$ cat src/hdl/dlts_pkg.sv
// Shared types, request codes and timing constants for the display line timing block.
package dlts_pkg;

  localparam int unsigned LineW = 9;
  localparam int unsigned RegW  = 16;

  localparam logic [LineW-1:0] VisibleLines  = 9'd192;
  localparam logic [LineW-1:0] TotalLines    = 9'd263;
  localparam logic [LineW-1:0] LastLine      = 9'd262;
  localparam logic [LineW-1:0] Render3dLine  = 9'd215;
  localparam logic [LineW-1:0] DispStartLo   = 9'd1;
  localparam logic [LineW-1:0] DispStartHi   = 9'd194;

  localparam logic [RegW-1:0] StatWrMask  = 16'hffbf;
  localparam logic [RegW-1:0] PowerWrMask = 16'h820f;

  localparam int unsigned StVblank    = 0;
  localparam int unsigned StHblank    = 1;
  localparam int unsigned StMatch     = 2;
  localparam int unsigned StVblankIe  = 3;
  localparam int unsigned StHblankIe  = 4;
  localparam int unsigned StMatchIe   = 5;
  localparam int unsigned StCmpHi     = 7;

  localparam int unsigned IrqVblank = 0;
  localparam int unsigned IrqHblank = 1;
  localparam int unsigned IrqMatch  = 2;

  typedef enum logic [2:0] {
    REQ_READ_STATUS  = 3'd0,
    REQ_WRITE_STATUS = 3'd1,
    REQ_WRITE_LINE   = 3'd2,
    REQ_WRITE_POWER  = 3'd3,
    REQ_LINE_START   = 3'd4,
    REQ_LINE_END     = 3'd5
  } dlts_req_e;

  typedef struct packed {
    logic [RegW-1:0] write_mask;
    logic [RegW-1:0] write_data;
    logic            cpu_sel;
    logic [2:0]      req_type;
  } dlts_item_t;

  typedef struct packed {
    logic             screens_swapped;
    logic [LineW-1:0] current_line;
    logic             render_line;
    logic             swap_buffers;
    logic             render_3d;
    logic             dma_display_start;
    logic             dma_vblank;
    logic             dma_hblank;
    logic [2:0]       cpu1_irq;
    logic [2:0]       cpu0_irq;
    logic [RegW-1:0]  read_data;
  } dlts_result_t;

  function automatic logic [LineW-1:0] compare_of(input logic [RegW-1:0] s);
    return {s[StCmpHi], s[15:8]};
  endfunction

endpackage

$ cat src/hdl/dlts_core.sv
// Line counter, status and power registers with the per-transaction update logic.
module dlts_core (
  input  logic                 clk_i,
  input  logic                 rst_ni,
  input  dlts_pkg::dlts_item_t item_i,
  input  logic                 fire_i,
  output dlts_pkg::dlts_result_t result_o
);
  import dlts_pkg::*;

  logic [LineW-1:0] line_q, line_d;
  logic [RegW-1:0]  stat0_q, stat0_d;
  logic [RegW-1:0]  stat1_q, stat1_d;
  logic [RegW-1:0]  power_q, power_d;
  logic [RegW-1:0]  sel_stat;
  logic [RegW-1:0]  smask;
  logic [RegW-1:0]  pmask;
  logic [LineW-1:0] next_line;
  dlts_result_t     res;

  assign sel_stat  = item_i.cpu_sel ? stat1_q : stat0_q;
  assign smask     = item_i.write_mask & StatWrMask;
  assign pmask     = item_i.write_mask & PowerWrMask;
  assign next_line = ((line_q + 9'd1) == TotalLines) ? '0 : line_q + 9'd1;

  always_comb begin
    line_d  = line_q;
    stat0_d = stat0_q;
    stat1_d = stat1_q;
    power_d = power_q;
    res     = '0;
    case (item_i.req_type)
      REQ_READ_STATUS: begin
        res.read_data = sel_stat;
      end
      REQ_WRITE_STATUS: begin
        if (item_i.cpu_sel) begin
          stat1_d = (stat1_q & ~smask) | (item_i.write_data & smask);
        end else begin
          stat0_d = (stat0_q & ~smask) | (item_i.write_data & smask);
        end
      end
      REQ_WRITE_LINE: begin
        line_d = (line_q & ~item_i.write_mask[LineW-1:0])
               | (item_i.write_data[LineW-1:0] & item_i.write_mask[LineW-1:0]);
      end
      REQ_WRITE_POWER: begin
        power_d = (power_q & ~pmask) | (item_i.write_data & pmask);
      end
      REQ_LINE_START: begin
        stat0_d[StHblank] = 1'b1;
        stat1_d[StHblank] = 1'b1;
        res.render_line       = line_q < VisibleLines;
        res.dma_hblank        = line_q < VisibleLines;
        res.cpu0_irq[IrqHblank] = stat0_q[StHblankIe];
        res.cpu1_irq[IrqHblank] = stat1_q[StHblankIe];
        res.render_3d         = line_q == Render3dLine;
        res.dma_display_start = (line_q > DispStartLo) && (line_q < DispStartHi);
      end
      REQ_LINE_END: begin
        line_d = next_line;
        stat0_d[StHblank] = 1'b0;
        stat1_d[StHblank] = 1'b0;
        if (next_line == VisibleLines) begin
          stat0_d[StVblank] = 1'b1;
          stat1_d[StVblank] = 1'b1;
          res.cpu0_irq[IrqVblank] = stat0_q[StVblankIe];
          res.cpu1_irq[IrqVblank] = stat1_q[StVblankIe];
          res.dma_vblank   = 1'b1;
          res.swap_buffers = 1'b1;
        end else if (next_line == LastLine) begin
          stat0_d[StVblank] = 1'b0;
          stat1_d[StVblank] = 1'b0;
        end
        stat0_d[StMatch] = compare_of(stat0_q) == next_line;
        stat1_d[StMatch] = compare_of(stat1_q) == next_line;
        res.cpu0_irq[IrqMatch] = stat0_d[StMatch] & stat0_q[StMatchIe];
        res.cpu1_irq[IrqMatch] = stat1_d[StMatch] & stat1_q[StMatchIe];
      end
      default: begin
      end
    endcase
    res.current_line    = line_d;
    res.screens_swapped = power_d[15];
  end

  assign result_o = res;

  always_ff @(posedge clk_i or negedge rst_ni) begin
    if (!rst_ni) begin
      line_q  <= '0;
      stat0_q <= '0;
      stat1_q <= '0;
      power_q <= '0;
    end else if (fire_i) begin
      line_q  <= line_d;
      stat0_q <= stat0_d;
      stat1_q <= stat1_d;
      power_q <= power_d;
    end
  end

endmodule

$ cat src/hdl/dlts_out_stage.sv
// Result register that holds a finished transaction until the master side takes it.
module dlts_out_stage (
  input  logic                   clk_i,
  input  logic                   rst_ni,
  input  logic                   load_i,
  input  dlts_pkg::dlts_result_t result_i,
  input  logic                   take_i,
  output logic                   valid_o,
  output dlts_pkg::dlts_result_t result_o
);
  import dlts_pkg::*;

  logic         valid_q, valid_d;
  dlts_result_t data_q;

  always_comb begin
    valid_d = valid_q;
    if (load_i) begin
      valid_d = 1'b1;
    end else if (take_i) begin
      valid_d = 1'b0;
    end
  end

  always_ff @(posedge clk_i or negedge rst_ni) begin
    if (!rst_ni) begin
      valid_q <= 1'b0;
    end else begin
      valid_q <= valid_d;
    end
  end

  always_ff @(posedge clk_i) begin
    if (load_i) begin
      data_q <= result_i;
    end
  end

  assign valid_o  = valid_q;
  assign result_o = data_q;

endmodule

$ cat src/hdl/display_line_timing_status.sv
// Top level of the display line timing and status block.
//
//   channel   dir  tdata                          tuser
//   s_axis    in   write_data, write_mask         req_type, cpu_sel
//   m_axis    out  read_data .. screens_swapped   -
//
// One transaction per cycle sustained while m_axis_tready stays high.
// The input register feeds the register update logic, which loads the result register.
// A stalled result register holds the input register, which then drops s_axis_tready.
// Reset clears the line counter, both status registers and the power register.
module display_line_timing_status (
  input  logic        clk_i,
  input  logic        rst_ni,
  input  logic        s_axis_tvalid,
  output logic        s_axis_tready,
  input  logic [31:0] s_axis_tdata,   // write_data[15:0], write_mask[31:16]
  input  logic [3:0]  s_axis_tuser,   // req_type[2:0], cpu_sel[3]
  output logic        m_axis_tvalid,
  input  logic        m_axis_tready,
  output logic [39:0] m_axis_tdata    // read_data[15:0], cpu0_irq[18:16], cpu1_irq[21:19],
                                      // dma_hblank[22], dma_vblank[23],
                                      // dma_display_start[24], render_3d[25],
                                      // swap_buffers[26], render_line[27],
                                      // current_line[36:28], screens_swapped[37], zero[39:38]
);
  import dlts_pkg::*;

  logic         in_valid_q, in_valid_d;
  dlts_item_t   in_item_q;
  logic         fire;
  logic         out_valid;
  dlts_result_t core_res;
  dlts_result_t out_res;

  assign fire          = in_valid_q && (!out_valid || m_axis_tready);
  assign s_axis_tready = !in_valid_q || fire;

  always_comb begin
    in_valid_d = in_valid_q;
    if (s_axis_tvalid && s_axis_tready) begin
      in_valid_d = 1'b1;
    end else if (fire) begin
      in_valid_d = 1'b0;
    end
  end

  always_ff @(posedge clk_i or negedge rst_ni) begin
    if (!rst_ni) begin
      in_valid_q <= 1'b0;
    end else begin
      in_valid_q <= in_valid_d;
    end
  end

  always_ff @(posedge clk_i) begin
    if (s_axis_tvalid && s_axis_tready) begin
      in_item_q.req_type   <= s_axis_tuser[2:0];
      in_item_q.cpu_sel    <= s_axis_tuser[3];
      in_item_q.write_data <= s_axis_tdata[15:0];
      in_item_q.write_mask <= s_axis_tdata[31:16];
    end
  end

  dlts_core u_core (
    .clk_i    (clk_i),
    .rst_ni   (rst_ni),
    .item_i   (in_item_q),
    .fire_i   (fire),
    .result_o (core_res)
  );

  dlts_out_stage u_out (
    .clk_i    (clk_i),
    .rst_ni   (rst_ni),
    .load_i   (fire),
    .result_i (core_res),
    .take_i   (m_axis_tready),
    .valid_o  (out_valid),
    .result_o (out_res)
  );

  assign m_axis_tvalid = out_valid;
  assign m_axis_tdata  = {2'b00, out_res};

endmodule

$ cat config.mk
export PLATFORM = sky130hd
export DESIGN_NAME = display_line_timing_status
export DESIGN_NICKNAME = d
export VERILOG_FILES = /design/src/hdl/dlts_pkg.sv /design/src/hdl/dlts_core.sv /design/src/hdl/dlts_out_stage.sv /design/src/hdl/display_line_timing_status.sv
export SDC_FILE = /design/constraint.sdc
export NUM_CORES = 1
export LEC_CHECK = 0
export BUFFER_PORTS_ARGS = -buffer_cell sky130_fd_sc_hd__buf_2
export CORE_MARGIN = 4
export CORE_UTILIZATION = 52
export CTS_CLUSTER_DIAMETER = 200
export DETAILED_ROUTE_END_ITERATION = 12
export PLACE_DENSITY = 0.85
export SETUP_SLACK_MARGIN = 0.4
export SYNTH_ARGS = -nofsm -noshare
export SYNTH_HDL_FRONTEND = slang
export SYNTH_SLANG_ARGS = --single-unit
export TNS_END_PERCENT = 20
$ cat constraint.sdc
create_clock -name clk_i -period 3.7 [get_ports clk_i]
set_clock_uncertainty 0.15 [all_clocks]
set_input_delay 0.74 -clock clk_i [delete_from_list [all_inputs] [get_ports clk_i]]
set_output_delay 0.74 -clock clk_i [all_outputs]
set_load 0.02 [all_outputs]
==> reports/qor.csv, run 1 <==
metric,value,unit
ir_drop,0.000411,V
die_y,112,um
hp-class,in -> reg,
viasPerCell,5.97,
synthFlopType,edfxtp_1,
clk_pin_slew_worst_paths,0.06,ns
power_per_cell_area,685,nW/um2
cts_sinks,113,
ys_ff_latch,113,
path_class,reg -> reg,
p_leak,2.69,nW
crit_fanout,10,
dieWidth,112,um
yosysMostFrequentCell,edfxtp_1,
end_kind,flip-flop,
synthArstFlopShare,37.2,%
rsz0062_at_grt,false,
synth_edf_count,71,
vias,4179,
place_hpwl,9350,um
cts_tree,done,
synth_commonest_cells,"edfxtp_1 (71), nand2_1 (44), dfrtp_1 (42)",
cts-root-buf,clkbuf_8,
yosysSeqAreaShare,57.1,%
avgSynthCellArea,11.8,um2
fmax,332,MHz
drt-total-wl,13700,um
syn_inst,471,
gp_congestion,0.985,
finalNetCount,594,
holdWs,0.238,ns
dpl_worst_slack,0.575,ns
dieArea,12400,um2
fp-row-count,37,
layout_setup_ws,0.688,ns
core_region_area,10400,um2
drive_above_1_share,30.1,%
grt_max_degree,43,
fin_total_pwr,0.00458,W
drv_cap,0,
worstMarginPinSlew,1.04,ns
synth_cell_type_count,57,
io_buffers,78,
htreeDepth,4,
yosys.area.top_type_share,38.3,%
max-slew-margin-rel,31.0,%
drcViolationCount,0,
hold_viol_final,0,
syn_area,5570,um2
drtAntennaViolNets,0,
n_antenna_cell,0,
grt_pass1_vias,4274,
outcome,"complete, no violations",
area_delta_synth_final,20.0,%
synthTopCellsByArea,"edfxtp_1 (38%), dfrtp_1 (19%), mux2_2 (8.3%)",
boundaryPins,82,
setup_viol_count_final,0,
initial_utilization,53.7,%
worstSetupStartpointType,flip-flop,
fin_crit_sh,81.4,%
wl_per_cell,19.6,um
ctsHoldBuffers,0,
drv_slew,0,
grt_pass1_wl,22000,um
grt_usage,22.8,%
fin_crit,3.01,ns
grt_overflow,0,
fin_util,64.5,%
worstPathRequired,3.83,ns
antenna_found_initial,0,
drt_iter0_markers,364,
drtPass1Iterations,5,
final.setup.tns,0,ns
cts_buffers,17,
synth_area_leader_cell,edfxtp_1,
clk_latency,0.53,ns
yosysWarningCount,0,
arrival,3.14,ns
cts_buffer_depth,2,
==> worst max-delay path: stages (launching register included) <==
cell	delay, ns
dfrtp_1	0.52
ha_2	0.36
xor2_2	0.38
nand3_1	0.32
a211oi_4	0.46
o21ai_0	0.18
a221oi_1	0.31
nor3b_1	0.08
==> repair_timing <==
action                     in CTS  in global routing
setup endpoints to repair       0                  6
resized for setup               0                  2
buffers inserted                0                  0
==> area by class of cell <==
class                           count  area (um2)
Tap cell                          136         170
Clock inverter                     14         165
Sequential cell                   113        3180
Multi-Input combinational cell    321        2230
Inverter                            9        33.8
Clock buffer                       18         428
Fill cell                         804        3680
Timing Repair Buffer               89         473
==> stage by stage <==
| stage | instance area [um2] | cells |
|---|---|---|
| after floorplan | 5580 | 473 |
| after global placement | 6080 | 668 |
| after detailed placement | 6080 | 668 |
| after CTS | 6680 | 700 |
| after global routing | 6690 | 700 |
| final | 6690 | 700 |
==> kinds of logic (layout without fill, tap and decap cells) <==
family	Yosys count	in the layout	synth area share, %
fa+ha+maj	3	3	0.674
flops	113	113	57.1
mux	58	58	11.3
simple gates	154	154	14.2
compound gates	84	84	10.1
buf+inv	39	130	3.10
xor+xnor	19	19	3.37
other cells	1	3	0.0673
==> report_power, final <==
| part | switching [W] | total, W | internal (W) |
|---|---|---|---|
| sequential | 0.000263 | 0.00183 | 0.00156 |
| combinational | 0.000648 | 0.00113 | 0.000480 |
| clock | 0.000591 | 0.00163 | 0.00104 |
| total | 0.00150 | 0.00458 | 0.00308 |
==> layout by cell type (no fill, tap or decap), types with 4 or more instances in the layout <==
cell type,n
buf_2,78
nand3_1,10
a21oi_1,17
inv_1,8
clkbuf_16,16
a32oi_1,4
o21ai_1,6
o22ai_1,4
nor4_1,6
mux2i_1,17
nor2b_1,5
buf_4,11
nand4_1,5
nor2_1,26
nor3_1,11
nand2b_1,13
and2_1,6
o21ai_0,13
a211oi_1,4
mux2_2,41
nand2_1,44
dfrtp_1,42
nor3b_1,11
xor2_1,9
o21bai_1,4
a31oi_1,5
clkinvlp_4,4
edfxtp_1,71
o32ai_1,7
xnor2_1,8
==> layer usage <==
layer | share of wire [%] | vias to the layer above | routed length (um) | global-route usage, %
met5 | 0 | - | 0 | 0
met3 | 7.8 | 41 | 1080 | 4.95
li1 | - | 1904 | - | -
met4 | 3.5 | 0 | 482 | 11.3
met2 | 48 | 230 | 6560 | 36.7
met1 | 41 | 2004 | 5600 | 29.3
==> worst paths after layout <==
path | from | endpoint | cells after the start | slack (ns)
min in group asynchronous | rst_ni | async pin | 1 | 0.25
worst max register to register | u_core.line_q[1]$_DFFE_PN0P_ | u_out.result_o[21]$_SDFFCE_PN0P_ | 7 | 0.69
max in group asynchronous | rst_ni | async pin | 1 | 2.51
worst min-delay path | s_axis_tdata[14] | in_item_q[18]$_DFFE_PP_ | 1 | 0.24
worst min register to register | in_item_q[17]$_DFFE_PP_ | flip-flop | 1 | 0.36
worst max-delay path | u_core.line_q[1]$_DFFE_PN0P_ | u_out.result_o[21]$_SDFFCE_PN0P_ | 7 | 0.69
Note: power is estimated with default switching activity, not from simulation.
==> inputs of run 2 (changes only) <==
- clock period: 3.7 -> 3.1 ns (I/O delays scaled with it)
==> reports/qor.csv, run 2 (synthesis results as in run 1) <==
metric,value,unit,change
area_delta_synth_final,21.7,%,
path_class,reg -> reg,,
power.internal,0.00364,W,+18%
fin_crit,2.63,ns,-0.382 ns
io_buffers,78,,unchanged
n_antenna_cell,0,,unchanged
fp-row-count,37,,unchanged
cp.depth,7,,unchanged
placed_cells,675,,+1.0%
top_layer,met4,,
boundaryPins,82,,unchanged
wl_met1,5760,um,+2.8%
core_region_area,10400,um2,unchanged
worstSetupStartpoint,u_core.line_q[0]$_DFFE_PN0P_,,
wl_met2,6460,um,-1.6%
wl_per_cell,19.2,um,-1.9%
cts_buffers,17,,unchanged
drcViolationCount,0,,unchanged
power_per_cell_area,801,nW/um2,+17%
hold_viol_final,0,,unchanged
dpl_worst_slack,0.208,ns,-0.367 ns
die_y,112,um,unchanged
grt_max_degree,43,,unchanged
cp.buffers_inverters,0,,unchanged
p_leak,2.71,nW,+1.1%
cts_buffer_depth,2,,unchanged
setup_viol_count_final,0,,unchanged
grt_usage,22.6,%,-0.18 points
fin_crit_sh,84.8,%,+3.4 points
worstSetupStartpointType,flip-flop,,
arrival,2.89,ns,-0.25 ns
p_comb_share,26.6,%,+2.0 points
fmax,380,MHz,+15%
end_kind,flip-flop,,
drtAntennaViolNets,0,,unchanged
drt-total-wl,13600,um,-0.77%
place_hpwl,9320,um,-0.32%
gp_congestion,0.893,,-9.3%
crit_chain,ha_4 > nand2_1 > or2_1 > o32ai_1 > o2111ai_1 > a2111oi_2 > mux2_2,,
final.setup.tns,0,ns,unchanged
layout_commonest_cell,buf_2,,
hp-class,in -> reg,,
antenna_found_initial,0,,unchanged
clk_pin_slew_worst_paths,0.06,ns,about the same
htreeDepth,4,,unchanged
final_cell_mix,"buf_2 (78), edfxtp_1 (71), nand2_1 (44), mux2_2 (41), dfrtp_1 (40)",,
drive_above_1_share,32.2,%,+2.0 points
max-slew-margin-rel,32.1,%,+1.2 points
ir_drop,0.000364,V,-11%
crit_fanout,7,,-3
drtPass1Iterations,5,,unchanged
vias,4259,,+1.9%
stdcell_count,708,,+1.1%
ff2ff_setup_slack,0.47,ns,-0.22 ns
finalNetCount,602,,+1.3%
cts-root-buf,clkbuf_8,,
layout_setup_ws,0.470,ns,-0.218 ns
grt_pass1_wl,22000,um,about the same
met3WireLength,1060,um,-1.9%
drv_slew,0,,unchanged
p_clk_share,33.8,%,-1.7 points
r2r_start,u_core.line_q[0]$_DFFE_PN0P_,,
cp_top_family,compound AO/OA/AOI/OAI gates,,
p_switching,0.00179,W,+19%
swShare,32.9,%,+0.16 points
outcome,"complete, no violations",,
worstMarginPinSlew,1.02,ns,-0.0174 ns
dieArea,12400,um2,unchanged
placed_area,6150,um2,+1.1%
cts_sinks,113,,unchanged
drv_cap,0,,unchanged
slowest_stage,dfrtp_1,,
drt_iter0_markers,366,,+0.55%
cts_tree,done,,
reg2reg_depth,7,,unchanged
grt_overflow,0,,unchanged
clk_latency,0.52,ns,about the same
initial_utilization,53.7,%,unchanged
grt_pass1_vias,4322,,+1.1%
rsz0062_at_grt,true,,
p_seq_share,39.6,%,-0.2 points
viasPerCell,6.02,,+0.76%
design_area,6780,um2,+1.4%
worstPathRequired,3.36,ns,-0.47 ns
slowest_delay,0.41,ns,-0.11 ns
dieWidth,112,um,unchanged
[run 2: cell count changes in the layout (fill, tap and decap cells not counted), moves of 2 or more]
cell,before,now
a2111oi_0,3,1
a2111oi_2,0,2
buf_4,11,17
clkinv_4,3,1
clkinvlp_4,4,6
dfrtp_1,42,40
dfrtp_2,0,2
[run 2: how the worst min path moves through the flow]
| stage | startpoint | end | slack [ns] | depth (start not counted) |
|---|---|---|---|---|
| finish | s_axis_tdata[3] | in_item_q[7]$_DFFE_PP_ | 0.12 | 1 |
| global route | s_axis_tdata[24] | in_item_q[28]$_DFFE_PP_ | 0.11 | 1 |
| CTS | s_axis_tdata[8] | in_item_q[12]$_DFFE_PP_ | 0.1 | 1 |
| detailed placement | in_item_q[16]$_DFFE_PP_ | flip-flop | 0.35 | 1 |
| global placement | in_item_q[13]$_DFFE_PP_ | flip-flop | 0.33 | 1 |
| floorplan | rst_ni | async pin | 0.17 | 0 |
[run 2: metrics by stage]
step                      util (%)  total power, W  hold WS (ns)
after global placement        59.3         0.00348         0.333
after floorplan                  -         0.00312         0.174
final                         65.4         0.00543         0.120
after CTS                     64.9         0.00541        0.0999
after global routing          65.4         0.00571         0.107
after detailed placement      59.3         0.00354         0.348
[run 2: cell type report]
type | instances | area [um2]
clock buffer | 19 | 432
multi-input combinational | 321 | 2270
fill | 809 | 3590
clock inverter | 13 | 138
sequential | 113 | 3190
timing repair buffer | 97 | 549
inverter | 9 | 33.8
tap | 136 | 170
[run 2: power by group through the flow]
| stage | registers (W) | logic, W | clock network [W] |
|---|---|---|---|
| floorplan | 0.00210 | 0.00102 | 0 |
| global placement | 0.00213 | 0.00134 | 0 |
| detailed placement | 0.00215 | 0.00139 | 0 |
| CTS | 0.00213 | 0.00141 | 0.00187 |
| global route | 0.00219 | 0.00158 | 0.00195 |
| finish | 0.00215 | 0.00144 | 0.00184 |
[run 2: layer usage]
metal	up-vias	track usage, %
met3	27	5.71
li1	1926	-
met1	2069	29.6
met4	0	10.5
met2	237	35.6
met5	-	0
[run 2: timing repair]
| item | in CTS | in global routing |
|---|---|---|
| hold buffers | 0 | 0 |
| setup buffers | 0 | 1 |
| resized for setup | 4 | 9 |
| pin swaps | 0 | 3 |
| endpoints found under the setup margin | 7 | 9 |
